<file path="src/hw/rtl/sit_pkg.sv">
// shared types, codes and command/status words of the stacking item table
`timescale 1ns / 1ps
`default_nettype none

package sit_pkg;

	localparam int OPCODE_W   = 2;
	localparam int KIND_W     = 3;
	localparam int POS_W      = 8;
	localparam int AMOUNT_W   = 16;
	localparam int SLOT_IN_W  = 8;
	localparam int SLOT_OUT_W = 6;
	localparam int TOTAL_W    = 22;

	localparam logic [OPCODE_W-1:0] OP_ADD  = 2'd0;
	localparam logic [OPCODE_W-1:0] OP_FIND = 2'd1;
	localparam logic [OPCODE_W-1:0] OP_TAKE = 2'd2;

	localparam logic [KIND_W-1:0] KIND_ANY   = 3'd0;
	localparam logic [KIND_W-1:0] KIND_WOOD  = 3'd1;
	localparam logic [KIND_W-1:0] KIND_STONE = 3'd2;

	localparam logic [TOTAL_W-1:0] TOTAL_MAX = '1;

	typedef struct packed {
		logic [OPCODE_W-1:0]  opcode;
		logic [KIND_W-1:0]    item_kind;
		logic [POS_W-1:0]     pos_x;
		logic [POS_W-1:0]     pos_y;
		logic [AMOUNT_W-1:0]  amount;
		logic [SLOT_IN_W-1:0] slot_in;
	} sit_req_t;

	typedef struct packed {
		logic                  ok;
		logic [SLOT_OUT_W-1:0] slot_out;
		logic [TOTAL_W-1:0]    wood_total;
		logic [TOTAL_W-1:0]    stone_total;
	} sit_rsp_t;

	typedef enum logic [3:0] {
		ST_IDLE,
		ST_DECODE,
		ST_SCAN,
		ST_CLAIM,
		ST_TREAD,
		ST_TCAP,
		ST_CALC,
		ST_COMMIT,
		ST_RESP
	} sit_state_t;

	// controller to datapath
	typedef struct packed {
		logic load;
		logic scan;
		logic claim;
		logic rd_take;
		logic cap;
		logic calc;
		logic commit;
		logic resp;
		logic ok;
	} sit_cmd_t;

	// datapath to controller
	typedef struct packed {
		logic [OPCODE_W-1:0] op;
		logic                zero_amt;
		logic                take_ok;
		logic                hit;
		logic                scan_done;
		logic                free_any;
		logic                out_free;
	} sit_sts_t;

endpackage

`default_nettype wire

</file>
<file path="src/hw/rtl/stacking_item_table.sv">
// Stacking item table: a table of SLOTS slots, each holding a kind, a position and a count.
// Add and find walk the table one slot per cycle through the single read port of the slot
// memory; a find stops at the first slot that hits and an add at the first slot it merges
// into. A miss walks the whole table, after which an add claims the first free slot, if any.
// Take reads its one slot directly, and a failing take, a zero add or an unused opcode
// answers without touching the table. One word is worked on at a time; the next request
// word is accepted as soon as the previous result sits in the output register, even if it
// has not been taken yet. Used marks are flip-flops cleared by reset, so the table is usable
// straight after reset. Wood and stone totals are kept as running sums and reported,
// saturated at 4194303, with every result.
`timescale 1ns / 1ps
`default_nettype none

module stacking_item_table import sit_pkg::*; #(
	parameter int SLOTS      = 64,
	parameter int COUNT_BITS = 16,
	parameter int COORD_BITS = 8
) (
	input  wire logic     clk,
	input  wire logic     arst_n,
	input  wire logic     req_valid,
	output logic          req_ready,
	input  wire sit_req_t req,
	output logic          rsp_valid,
	input  wire logic     rsp_ready,
	output sit_rsp_t      rsp
);

	sit_cmd_t cmd;
	sit_sts_t sts;

	sit_ctrl u_ctrl (
		.clk       (clk),
		.arst_n    (arst_n),
		.req_valid (req_valid),
		.req_ready (req_ready),
		.sts       (sts),
		.cmd       (cmd)
	);

	sit_datapath #(
		.SLOTS      (SLOTS),
		.COUNT_BITS (COUNT_BITS),
		.COORD_BITS (COORD_BITS)
	) u_datapath (
		.clk       (clk),
		.arst_n    (arst_n),
		.req       (req),
		.cmd       (cmd),
		.sts       (sts),
		.rsp_valid (rsp_valid),
		.rsp_ready (rsp_ready),
		.rsp       (rsp)
	);

endmodule

`default_nettype wire

</file>
<file path="src/hw/rtl/sit_ram.sv">
// generic single-write, single-read ram with registered read data
`timescale 1ns / 1ps
`default_nettype none

module sit_ram #(
	parameter int WIDTH = 8,
	parameter int DEPTH = 64
) (
	input  wire logic                     clk,
	input  wire logic                     we,
	input  wire logic [$clog2(DEPTH)-1:0] waddr,
	input  wire logic [WIDTH-1:0]         wdata,
	input  wire logic                     re,
	input  wire logic [$clog2(DEPTH)-1:0] raddr,
	output logic      [WIDTH-1:0]         rdata
);

	logic [WIDTH-1:0] mem_q [DEPTH];

	always_ff @(posedge clk) begin
		if (we) begin
			mem_q[waddr] <= wdata;
		end
		if (re) begin
			rdata <= mem_q[raddr];
		end
	end

endmodule

`default_nettype wire

</file>
<file path="src/hw/rtl/sit_ctrl.sv">
// controller state machine of the stacking item table
`timescale 1ns / 1ps
`default_nettype none

module sit_ctrl import sit_pkg::*; (
	input  wire logic     clk,
	input  wire logic     arst_n,
	input  wire logic     req_valid,
	output logic          req_ready,
	input  wire sit_sts_t sts,
	output sit_cmd_t      cmd
);

	sit_state_t state_q, state_d;
	logic       ok_q, ok_d;

	always_ff @(posedge clk or negedge arst_n) begin
		if (!arst_n) begin
			state_q <= ST_IDLE;
			ok_q    <= 1'b0;
		end else begin
			state_q <= state_d;
			ok_q    <= ok_d;
		end
	end

	always_comb begin
		state_d   = state_q;
		ok_d      = ok_q;
		cmd       = '0;
		req_ready = 1'b0;
		unique case (state_q)
			ST_IDLE: begin
				req_ready = 1'b1;
				if (req_valid) begin
					cmd.load = 1'b1;
					state_d  = ST_DECODE;
				end
			end
			ST_DECODE: begin
				ok_d = 1'b0;
				unique case (sts.op)
					OP_ADD:  state_d = sts.zero_amt ? ST_RESP : ST_SCAN;
					OP_FIND: state_d = ST_SCAN;
					OP_TAKE: state_d = sts.take_ok ? ST_TREAD : ST_RESP;
					default: state_d = ST_RESP;
				endcase
			end
			ST_SCAN: begin
				cmd.scan = 1'b1;
				if (sts.hit) begin
					if (sts.op == OP_FIND) begin
						ok_d    = 1'b1;
						state_d = ST_RESP;
					end else begin
						state_d = ST_CALC;
					end
				end else if (sts.scan_done) begin
					if (sts.op == OP_ADD && sts.free_any) begin
						state_d = ST_CLAIM;
					end else begin
						ok_d    = 1'b0;
						state_d = ST_RESP;
					end
				end
			end
			ST_CLAIM: begin
				cmd.claim = 1'b1;
				state_d   = ST_CALC;
			end
			ST_TREAD: begin
				cmd.rd_take = 1'b1;
				state_d     = ST_TCAP;
			end
			ST_TCAP: begin
				cmd.cap = 1'b1;
				state_d = ST_CALC;
			end
			ST_CALC: begin
				cmd.calc = 1'b1;
				state_d  = ST_COMMIT;
			end
			ST_COMMIT: begin
				cmd.commit = 1'b1;
				ok_d       = 1'b1;
				state_d    = ST_RESP;
			end
			ST_RESP: begin
				cmd.ok = ok_q;
				if (sts.out_free) begin
					cmd.resp = 1'b1;
					state_d  = ST_IDLE;
				end
			end
			default: state_d = ST_IDLE;
		endcase
	end

endmodule

`default_nettype wire

</file>
<file path="src/hw/rtl/sit_datapath.sv">
// datapath of the stacking item table: slot memory, used marks, scan, totals, output register
`timescale 1ns / 1ps
`default_nettype none

module sit_datapath import sit_pkg::*; #(
	parameter int SLOTS      = 64,
	parameter int COUNT_BITS = 16,
	parameter int COORD_BITS = 8
) (
	input  wire logic     clk,
	input  wire logic     arst_n,
	input  wire sit_req_t req,
	input  wire sit_cmd_t cmd,
	output sit_sts_t      sts,
	output logic          rsp_valid,
	input  wire logic     rsp_ready,
	output sit_rsp_t      rsp
);

	localparam int IW = $clog2(SLOTS);
	localparam int CW = IW + 1;
	localparam int TW = COUNT_BITS + IW;
	localparam int WB = (COUNT_BITS > AMOUNT_W) ? COUNT_BITS : AMOUNT_W;
	localparam int SW = (TW > TOTAL_W) ? TW : TOTAL_W;
	localparam logic [COUNT_BITS-1:0] COUNT_MAX = '1;

	typedef struct packed {
		logic [KIND_W-1:0]     kind;
		logic [COORD_BITS-1:0] x;
		logic [COORD_BITS-1:0] y;
		logic [COUNT_BITS-1:0] count;
	} ent_t;

	localparam int EW = $bits(ent_t);

	sit_req_t              req_q;
	logic [SLOTS-1:0]      used_q;
	logic [CW-1:0]         rd_cnt_q;
	logic                  cmp_vld_s1;
	logic [IW-1:0]         cmp_idx_s1;
	logic                  free_fnd_q;
	logic [IW-1:0]         free_idx_q;
	logic [IW-1:0]         tgt_idx_q;
	logic [KIND_W-1:0]     tgt_kind_q;
	logic [COORD_BITS-1:0] tgt_x_q;
	logic [COORD_BITS-1:0] tgt_y_q;
	logic [COUNT_BITS-1:0] old_q;
	logic [COUNT_BITS-1:0] delta_q;
	logic                  free_q;
	logic [TW-1:0]         wood_q;
	logic [TW-1:0]         stone_q;
	sit_rsp_t              rsp_q;
	logic                  rsp_valid_q;

	logic [COORD_BITS-1:0] x_in, y_in;
	logic                  is_add, is_find;
	logic                  rd_issue, rd_en;
	logic [IW-1:0]         rd_addr;
	logic [EW-1:0]         rd_data, wr_data;
	ent_t                  rd_ent, wr_ent;
	logic                  slot_used_c, kind_match, hit, free_now;
	logic [COUNT_BITS-1:0] lim, delta_c, new_cnt;
	logic                  amt_lt;
	logic [SW-1:0]         wood_w, stone_w;
	logic                  out_free;

	assign x_in    = COORD_BITS'(req_q.pos_x);
	assign y_in    = COORD_BITS'(req_q.pos_y);
	assign is_add  = (req_q.opcode == OP_ADD);
	assign is_find = (req_q.opcode == OP_FIND);

	// one slot read per cycle while scanning, compared in the cycle after its read
	assign rd_issue = cmd.scan && (rd_cnt_q < CW'(SLOTS));
	assign rd_en    = rd_issue || cmd.rd_take;
	assign rd_addr  = cmd.rd_take ? tgt_idx_q : rd_cnt_q[IW-1:0];
	assign rd_ent   = rd_data;

	assign slot_used_c = used_q[cmp_idx_s1];
	assign kind_match  = (is_find && req_q.item_kind == KIND_ANY) ||
		(rd_ent.kind == req_q.item_kind);
	assign hit      = cmp_vld_s1 && slot_used_c && rd_ent.x == x_in && rd_ent.y == y_in &&
		kind_match;
	assign free_now = cmp_vld_s1 && !slot_used_c;

	// add is limited by the room left, take by the count held
	assign lim     = is_add ? (COUNT_MAX - old_q) : old_q;
	assign amt_lt  = WB'(req_q.amount) < WB'(lim);
	assign delta_c = amt_lt ? COUNT_BITS'(req_q.amount) : lim;
	assign new_cnt = is_add ? (old_q + delta_q) : (old_q - delta_q);

	assign wr_ent.kind  = tgt_kind_q;
	assign wr_ent.x     = tgt_x_q;
	assign wr_ent.y     = tgt_y_q;
	assign wr_ent.count = new_cnt;
	assign wr_data      = wr_ent;

	assign out_free = !rsp_valid_q || rsp_ready;

	assign sts.op        = req_q.opcode;
	assign sts.zero_amt  = (req_q.amount == '0);
	assign sts.take_ok   = ({1'b0, req_q.slot_in} < (SLOT_IN_W + 1)'(SLOTS)) &&
		used_q[req_q.slot_in[IW-1:0]];
	assign sts.hit       = hit;
	assign sts.scan_done = cmp_vld_s1 && (cmp_idx_s1 == IW'(SLOTS - 1));
	assign sts.free_any  = free_fnd_q || free_now;
	assign sts.out_free  = out_free;

	assign wood_w  = SW'(wood_q);
	assign stone_w = SW'(stone_q);

	sit_ram #(
		.WIDTH (EW),
		.DEPTH (SLOTS)
	) u_slot_ram (
		.clk   (clk),
		.we    (cmd.commit),
		.waddr (tgt_idx_q),
		.wdata (wr_data),
		.re    (rd_en),
		.raddr (rd_addr),
		.rdata (rd_data)
	);

	always_ff @(posedge clk or negedge arst_n) begin
		if (!arst_n) begin
			used_q      <= '0;
			rd_cnt_q    <= '0;
			cmp_vld_s1  <= 1'b0;
			free_fnd_q  <= 1'b0;
			wood_q      <= '0;
			stone_q     <= '0;
			rsp_valid_q <= 1'b0;
		end else begin
			if (cmd.load) begin
				rd_cnt_q   <= '0;
				cmp_vld_s1 <= 1'b0;
				free_fnd_q <= 1'b0;
			end else begin
				cmp_vld_s1 <= rd_issue;
				if (rd_issue) begin
					rd_cnt_q <= rd_cnt_q + CW'(1);
				end
				if (cmd.scan && free_now) begin
					free_fnd_q <= 1'b1;
				end
			end
			if (cmd.commit) begin
				used_q[tgt_idx_q] <= is_add || !free_q;
				if (tgt_kind_q == KIND_WOOD) begin
					wood_q <= is_add ? (wood_q + TW'(delta_q)) : (wood_q - TW'(delta_q));
				end
				if (tgt_kind_q == KIND_STONE) begin
					stone_q <= is_add ? (stone_q + TW'(delta_q)) : (stone_q - TW'(delta_q));
				end
			end
			if (cmd.resp) begin
				rsp_valid_q <= 1'b1;
			end else if (rsp_ready) begin
				rsp_valid_q <= 1'b0;
			end
		end
	end

	always_ff @(posedge clk) begin
		if (cmd.load) begin
			req_q     <= req;
			tgt_idx_q <= IW'(req.slot_in);
		end
		if (rd_issue) begin
			cmp_idx_s1 <= rd_cnt_q[IW-1:0];
		end
		if (cmd.scan && free_now && !free_fnd_q) begin
			free_idx_q <= cmp_idx_s1;
		end
		if ((cmd.scan && hit) || cmd.cap) begin
			if (cmd.scan) begin
				tgt_idx_q <= cmp_idx_s1;
			end
			tgt_kind_q <= rd_ent.kind;
			tgt_x_q    <= rd_ent.x;
			tgt_y_q    <= rd_ent.y;
			old_q      <= rd_ent.count;
		end
		if (cmd.claim) begin
			tgt_idx_q  <= free_idx_q;
			tgt_kind_q <= req_q.item_kind;
			tgt_x_q    <= x_in;
			tgt_y_q    <= y_in;
			old_q      <= '0;
		end
		if (cmd.calc) begin
			delta_q <= delta_c;
			free_q  <= !is_add && !amt_lt;
		end
		if (cmd.resp) begin
			rsp_q.ok          <= cmd.ok;
			rsp_q.slot_out    <= cmd.ok ? SLOT_OUT_W'(tgt_idx_q) : '0;
			rsp_q.wood_total  <= (wood_w > SW'(TOTAL_MAX)) ? TOTAL_MAX : wood_w[TOTAL_W-1:0];
			rsp_q.stone_total <= (stone_w > SW'(TOTAL_MAX)) ? TOTAL_MAX :
				stone_w[TOTAL_W-1:0];
		end
	end

	assign rsp_valid = rsp_valid_q;
	assign rsp       = rsp_q;

	a_add_marks_used: assert property (@(posedge clk) disable iff (!arst_n)
		cmd.commit && is_add |=> used_q[tgt_idx_q])
		else $error("add commit left its slot unused");

	a_take_frees: assert property (@(posedge clk) disable iff (!arst_n)
		cmd.commit && !is_add && free_q |=> !used_q[tgt_idx_q])
		else $error("emptying take left its slot used");

	a_add_grows: assert property (@(posedge clk) disable iff (!arst_n)
		cmd.calc && is_add && old_q != COUNT_MAX |=> delta_q != '0)
		else $error("add below the count limit added nothing");

	a_totals_hold: assert property (@(posedge clk) disable iff (!arst_n)
		!cmd.commit |=> $stable(wood_q) && $stable(stone_q))
		else $error("totals moved outside a commit");

endmodule

`default_nettype wire

</file>
<file path="config.mk">
export PLATFORM = sky130hd
export DESIGN_NAME = stacking_item_table
export DESIGN_NICKNAME = d
export VERILOG_FILES = /design/src/hw/rtl/sit_pkg.sv /design/src/hw/rtl/stacking_item_table.sv /design/src/hw/rtl/sit_ram.sv /design/src/hw/rtl/sit_ctrl.sv /design/src/hw/rtl/sit_datapath.sv
export SDC_FILE = /design/constraint.sdc
export NUM_CORES = 2
export LEC_CHECK = 0
export ABC_AREA = 1
export BUFFER_PORTS_ARGS = -buffer_cell sky130_fd_sc_hd__buf_2
export CORE_MARGIN = 2
export CORE_UTILIZATION = 37
export DETAILED_ROUTE_END_ITERATION = 10
export GPL_ROUTABILITY_DRIVEN = 0
export GPL_TIMING_DRIVEN = 0
export HOLD_SLACK_MARGIN = 0.06
export PLACE_DENSITY = 0.55
export SYNTH_ARGS = -nofsm -noshare
export SYNTH_HDL_FRONTEND = slang
export SYNTH_SLANG_ARGS = --single-unit
</file>
<file path="constraint.sdc">
create_clock -name clk -period 5.9 [get_ports clk]
set_input_delay 0.295 -clock clk [delete_from_list [all_inputs] [get_ports clk]]
set_output_delay 0.295 -clock clk [all_outputs]
set_load 0.01 [all_outputs]
</file>
==> impl_metrics.toml <==
[run_status]
status = "complete, but fails checks"
failing_checks = "max-capacitance violations, max-slew violations, negative setup slack"

[synth]
synth.yosys.warnings = 0
synth-seq-area-share_pct = 71.74
synth_area_leaders = "sky130_fd_sc_hd__edfxtp_1 68%, sky130_fd_sc_hd__nand2_1 5.4%, sky130_fd_sc_hd__o21ai_0 4.4%"
post-synth-top-area-cell = "sky130_fd_sc_hd__edfxtp_1"
synthesis.area_per_instance_um2 = 11.93
synth_top_family_by_area = "simple AND/OR/NAND/NOR gates"
synth_cell_types = 57
synth_compound_gate_area_share_pct = 10.65
post_synth_fa_ha_maj_area_fraction_pct = 0.9759
synth_simple_gate_area_share_pct = 12.42
synthMuxAreaShare_pct = 0
synth_fp_nets = 9030
synthDominantCellAreaShare_pct = 68.43
synth_edf_count = 2419
synthesis.area_um2 = 106200
post_synthesis_share_of_cell_area_spent_on_xor_and_xnor_gates_pct = 0.6683
postSynthRegisterBits = 2564
netlist_instances = 8900
ys.flop_type = "sky130_fd_sc_hd__edfxtp_1"
ys_async_sr_fraction_pct = 4.797

[floorplan]
core_um2 = 285200
die_y_extent_um = 539.6
initial_core_util_pct = 37.22
placement_rows = 196
top_level_ports = 102
die_area_um2 = 291200
floorplan.die.width_um = 539.6

[run]
maxCapViolations = 4

[route]
antenna_violating_nets_post_route = 0
post_drt_wl_per_cell_um = 34.56
post-route-drc-count = 0
via_count = 83476
detail_route.first_pass.iterations = 7
post_drt_via_cell_ratio = 6.126
postRouteWirelength_um = 470900
detail_route.iter0.violations = 15915

[pwr]
cell_internal_pwr_w = 0.02959
power_frac_seq_pct = 52.7
p_clk_share_pct = 46.4
powerDensity_nw_per_um2 = 291.9
power.leakage_nw = 44.46
combinational_power_share_pct = 0.9
switching_share_pct = 20.50
power_switching_w = 0.007631
power.ir.vdd_worst_mv = 0.3963
power_w = 0.03722

[cells_and_area]
most-common-layout-cells = "2,419 x sky130_fd_sc_hd__edfxtp_1, 1,519 x sky130_fd_sc_hd__nand2_1, 1,140 x sky130_fd_sc_hd__nor2_1"
finish.instance_area_um2 = 127500
areaGrowthSynthToFinish_pct = 20.13
total_number_of_nets_in_the_final_design = 9764
n_fill_cell = 25733
post_route_cells_drive_above_1_share_pct = 11.99
leading_cell_type_in_the_layout_fill_and_taps_excluded = "sky130_fd_sc_hd__edfxtp_1"
post-route-util_pct = 44.71

[global_route]
grt.busiest_layer = "met2"
globalRouteTotalUtil_pct = 31.38
globalRouteOverflowTotal = 0
grt_antenna_before_repair = 41
grt_util_met1_pct = 39.80
grt_first_pass_wirelength_um = 630700
grt_max_degree = 90
met2_use_gr_pct = 44.54
grt_pass1_vias = 76535
grt_use_met3_pct = 10.53

[hold_path]
hold_class = "in2reg"

[clock_tree]
cts_clock_pin_slew_for_the_worst_setup_and_hold_paths_ns = 0.06
clk_latency_ns = 1.00
cts-buffers-inserted = 293
cts_tree = "built"
clock_sink_count = 2564
cts.root.buffer_cell = "sky130_fd_sc_hd__clkbuf_16"
clock_tree.buffer_depth = 4
h_tree_depth = 5

[placement]
dpl.hpwl_um = 334800
post_dp_cell_area_um2 = 117900
detailedPlace.worstSlack_ns = -0.9066
port_buffers = 101

[sta]
final-hold-violation-count = 0
setup-violations-final = 1
post-route-period-util_pct = 100.0
slew_headroom_pct = -13.95
finalWorstPathRequiredPeriod_ns = 5.902
final_critical_path_setup_slack_ns = -0.002192
timing.fmax_ghz = 0.1694
fin_worst_skew_ns = 0.09009
slew_violations = 28
tightest_slew_ns = 1.698
final.hold.worst_slack_ns = 0.09011
grt_setup_unrepaired = "no"

[critical_path]
crit_path_max_fanout = 10
crit_chain = "inv_1 > nand2_1 > inv_2 > nand2_4 > buf_6 > o21ai_1 > clkbuf_1 > clkbuf_1 > nand2_1 > o211ai_1 > nand3_1 > nand2_1"
critical_path.startpoint_type = "flip-flop"
timing_worst_setup_path_type = "reg2reg"
max_stage_delay_ns = 1.27
worstPathArrival_ns = 6.66
worstPathRequired_ns = 6.66
worst_path_dominant_cell_family = "buffers and inverters"
cp_common_cell = "sky130_fd_sc_hd__nand2_1"
critical_path.slowest_cell = "sky130_fd_sc_hd__o21ai_1"
worstSetupEndpointType = "flip-flop"
worst-path-buf-inv = 5
==> logic make-up (layout without fill, tap and decap cells) <==
group           Yosys count  count (layout)
compound gates         2026            2026
xor+xnor                 81              81
fa+ha+maj                81              81
buf+inv                 861            1799
flops                  2564            2564
other cells               0              26
simple gates           3287            3287
==> final cells by class <==
| type | instances | area [µm²] | share of cell area [%] |
|---|---|---|---|
| inverter | 278 | 1046 | 0.8202 |
| antenna | 26 | 65.06 | 0.05102 |
| buffer | 583 | 2729 | 2.140 |
| multi-input combinational | 5475 | 26980 | 21.16 |
| clock buffer | 374 | 7815 | 6.128 |
| timing repair buffer | 439 | 7041 | 5.521 |
| tap | 3762 | 4707 | 3.691 |
| sequential | 2564 | 76160 | 59.72 |
| clock inverter | 125 | 979.7 | 0.7682 |
==> state kept, by name, summed over array words and instances (netlist names), 2 cells and up <==
signal	cells
u_datapath.used_q	64
u_ctrl.state_q	4
u_datapath.rsp	51
u_datapath.free_idx_q	6
u_datapath.u_slot_ram.rdata	35
u_datapath.y_in	8
u_datapath.delta_q	16
u_datapath.u_slot_ram.mem_q	2240
u_datapath.req_q	27
u_datapath.rd_cnt_q	7
u_datapath.cmp_idx_s1	6
u_datapath.x_in	8
u_datapath.stone_q	22
u_datapath.old_q	16
u_datapath.tgt_idx_q	6
u_datapath.wood_q	22
u_datapath.tgt_kind_q	3
u_datapath.tgt_x_q	8
u_datapath.tgt_y_q	8
u_datapath.sts	2
==> final timing paths <==
kind                                              startpoint                                        end  slack, ns  cells after the start
setup / recovery               u_ctrl.state_q[3]$_DFFE_PN0P_  u_datapath.u_slot_ram.rdata[27]$_DFFE_PP_     -0.002                     12
hold / removal                                       req[23]             u_datapath.req_q[23]$_DFFE_PP_       0.09                      2
setup reg to reg               u_ctrl.state_q[3]$_DFFE_PN0P_  u_datapath.u_slot_ram.rdata[27]$_DFFE_PP_     -0.002                     12
hold reg to reg            u_datapath.wood_q[21]$_DFFE_PN0P_          u_datapath.wood_q[21]$_DFFE_PN0P_       0.47                      1
max in group asynchronous                             arst_n          u_datapath.used_q[52]$_DFFE_PN0P_       4.92                      4
min in group asynchronous                             arst_n          u_datapath.wood_q[18]$_DFFE_PN0P_       0.49                      4
==> Yosys cell counts, drive strengths merged, types with 102 or more instances <==
master and instances:
nor2 1206, nand2 1526, buf 291, o22ai 411, o21ai 1264, edfxtp 2419
o211ai 182, inv 275, a21oi 102, nand3 461, clkbuf 292, dfrtp 123
==> power groups by stage <==
stage                     Clock [W]  Combinational (W)  Sequential, W
after floorplan                   0          0.0000811         0.0200
after global placement            0           0.000258         0.0200
after detailed placement          0           0.000263         0.0200
after CTS                    0.0173           0.000301         0.0196
after global routing         0.0180           0.000320         0.0196
final                        0.0173           0.000329         0.0196
==> stage by stage <==
stage | cells | TNS [ns]
2_1_floorplan | 8900 | 0
3_3_place_gp | 12763 | -7091.39
3_5_place_dp | 13029 | -119.47
4_1_cts | 13600 | 0
5_1_grt | 13605 | 0
6_report | 13626 | -0.002192
==> layer usage <==
layer  part of all wire [%]  up-vias
met5                  0.025        -
li1                       -    33562
met1                     35    41004
met4                    8.8       16
met3                     15     1666
met2                     41     7228
==> timing repair <==
action | 4_1_cts | 5_1_grt
buffers inserted | 7 | 0
hold buffers | 65 | 0
pin swaps | 1 | 1
resized for setup | 3 | 1
cloned | 0 | 0
endpoints found under the setup margin | 354 | 110
hold endpoints to repair | 179 | 0
Power figures use the tool's default switching activity.
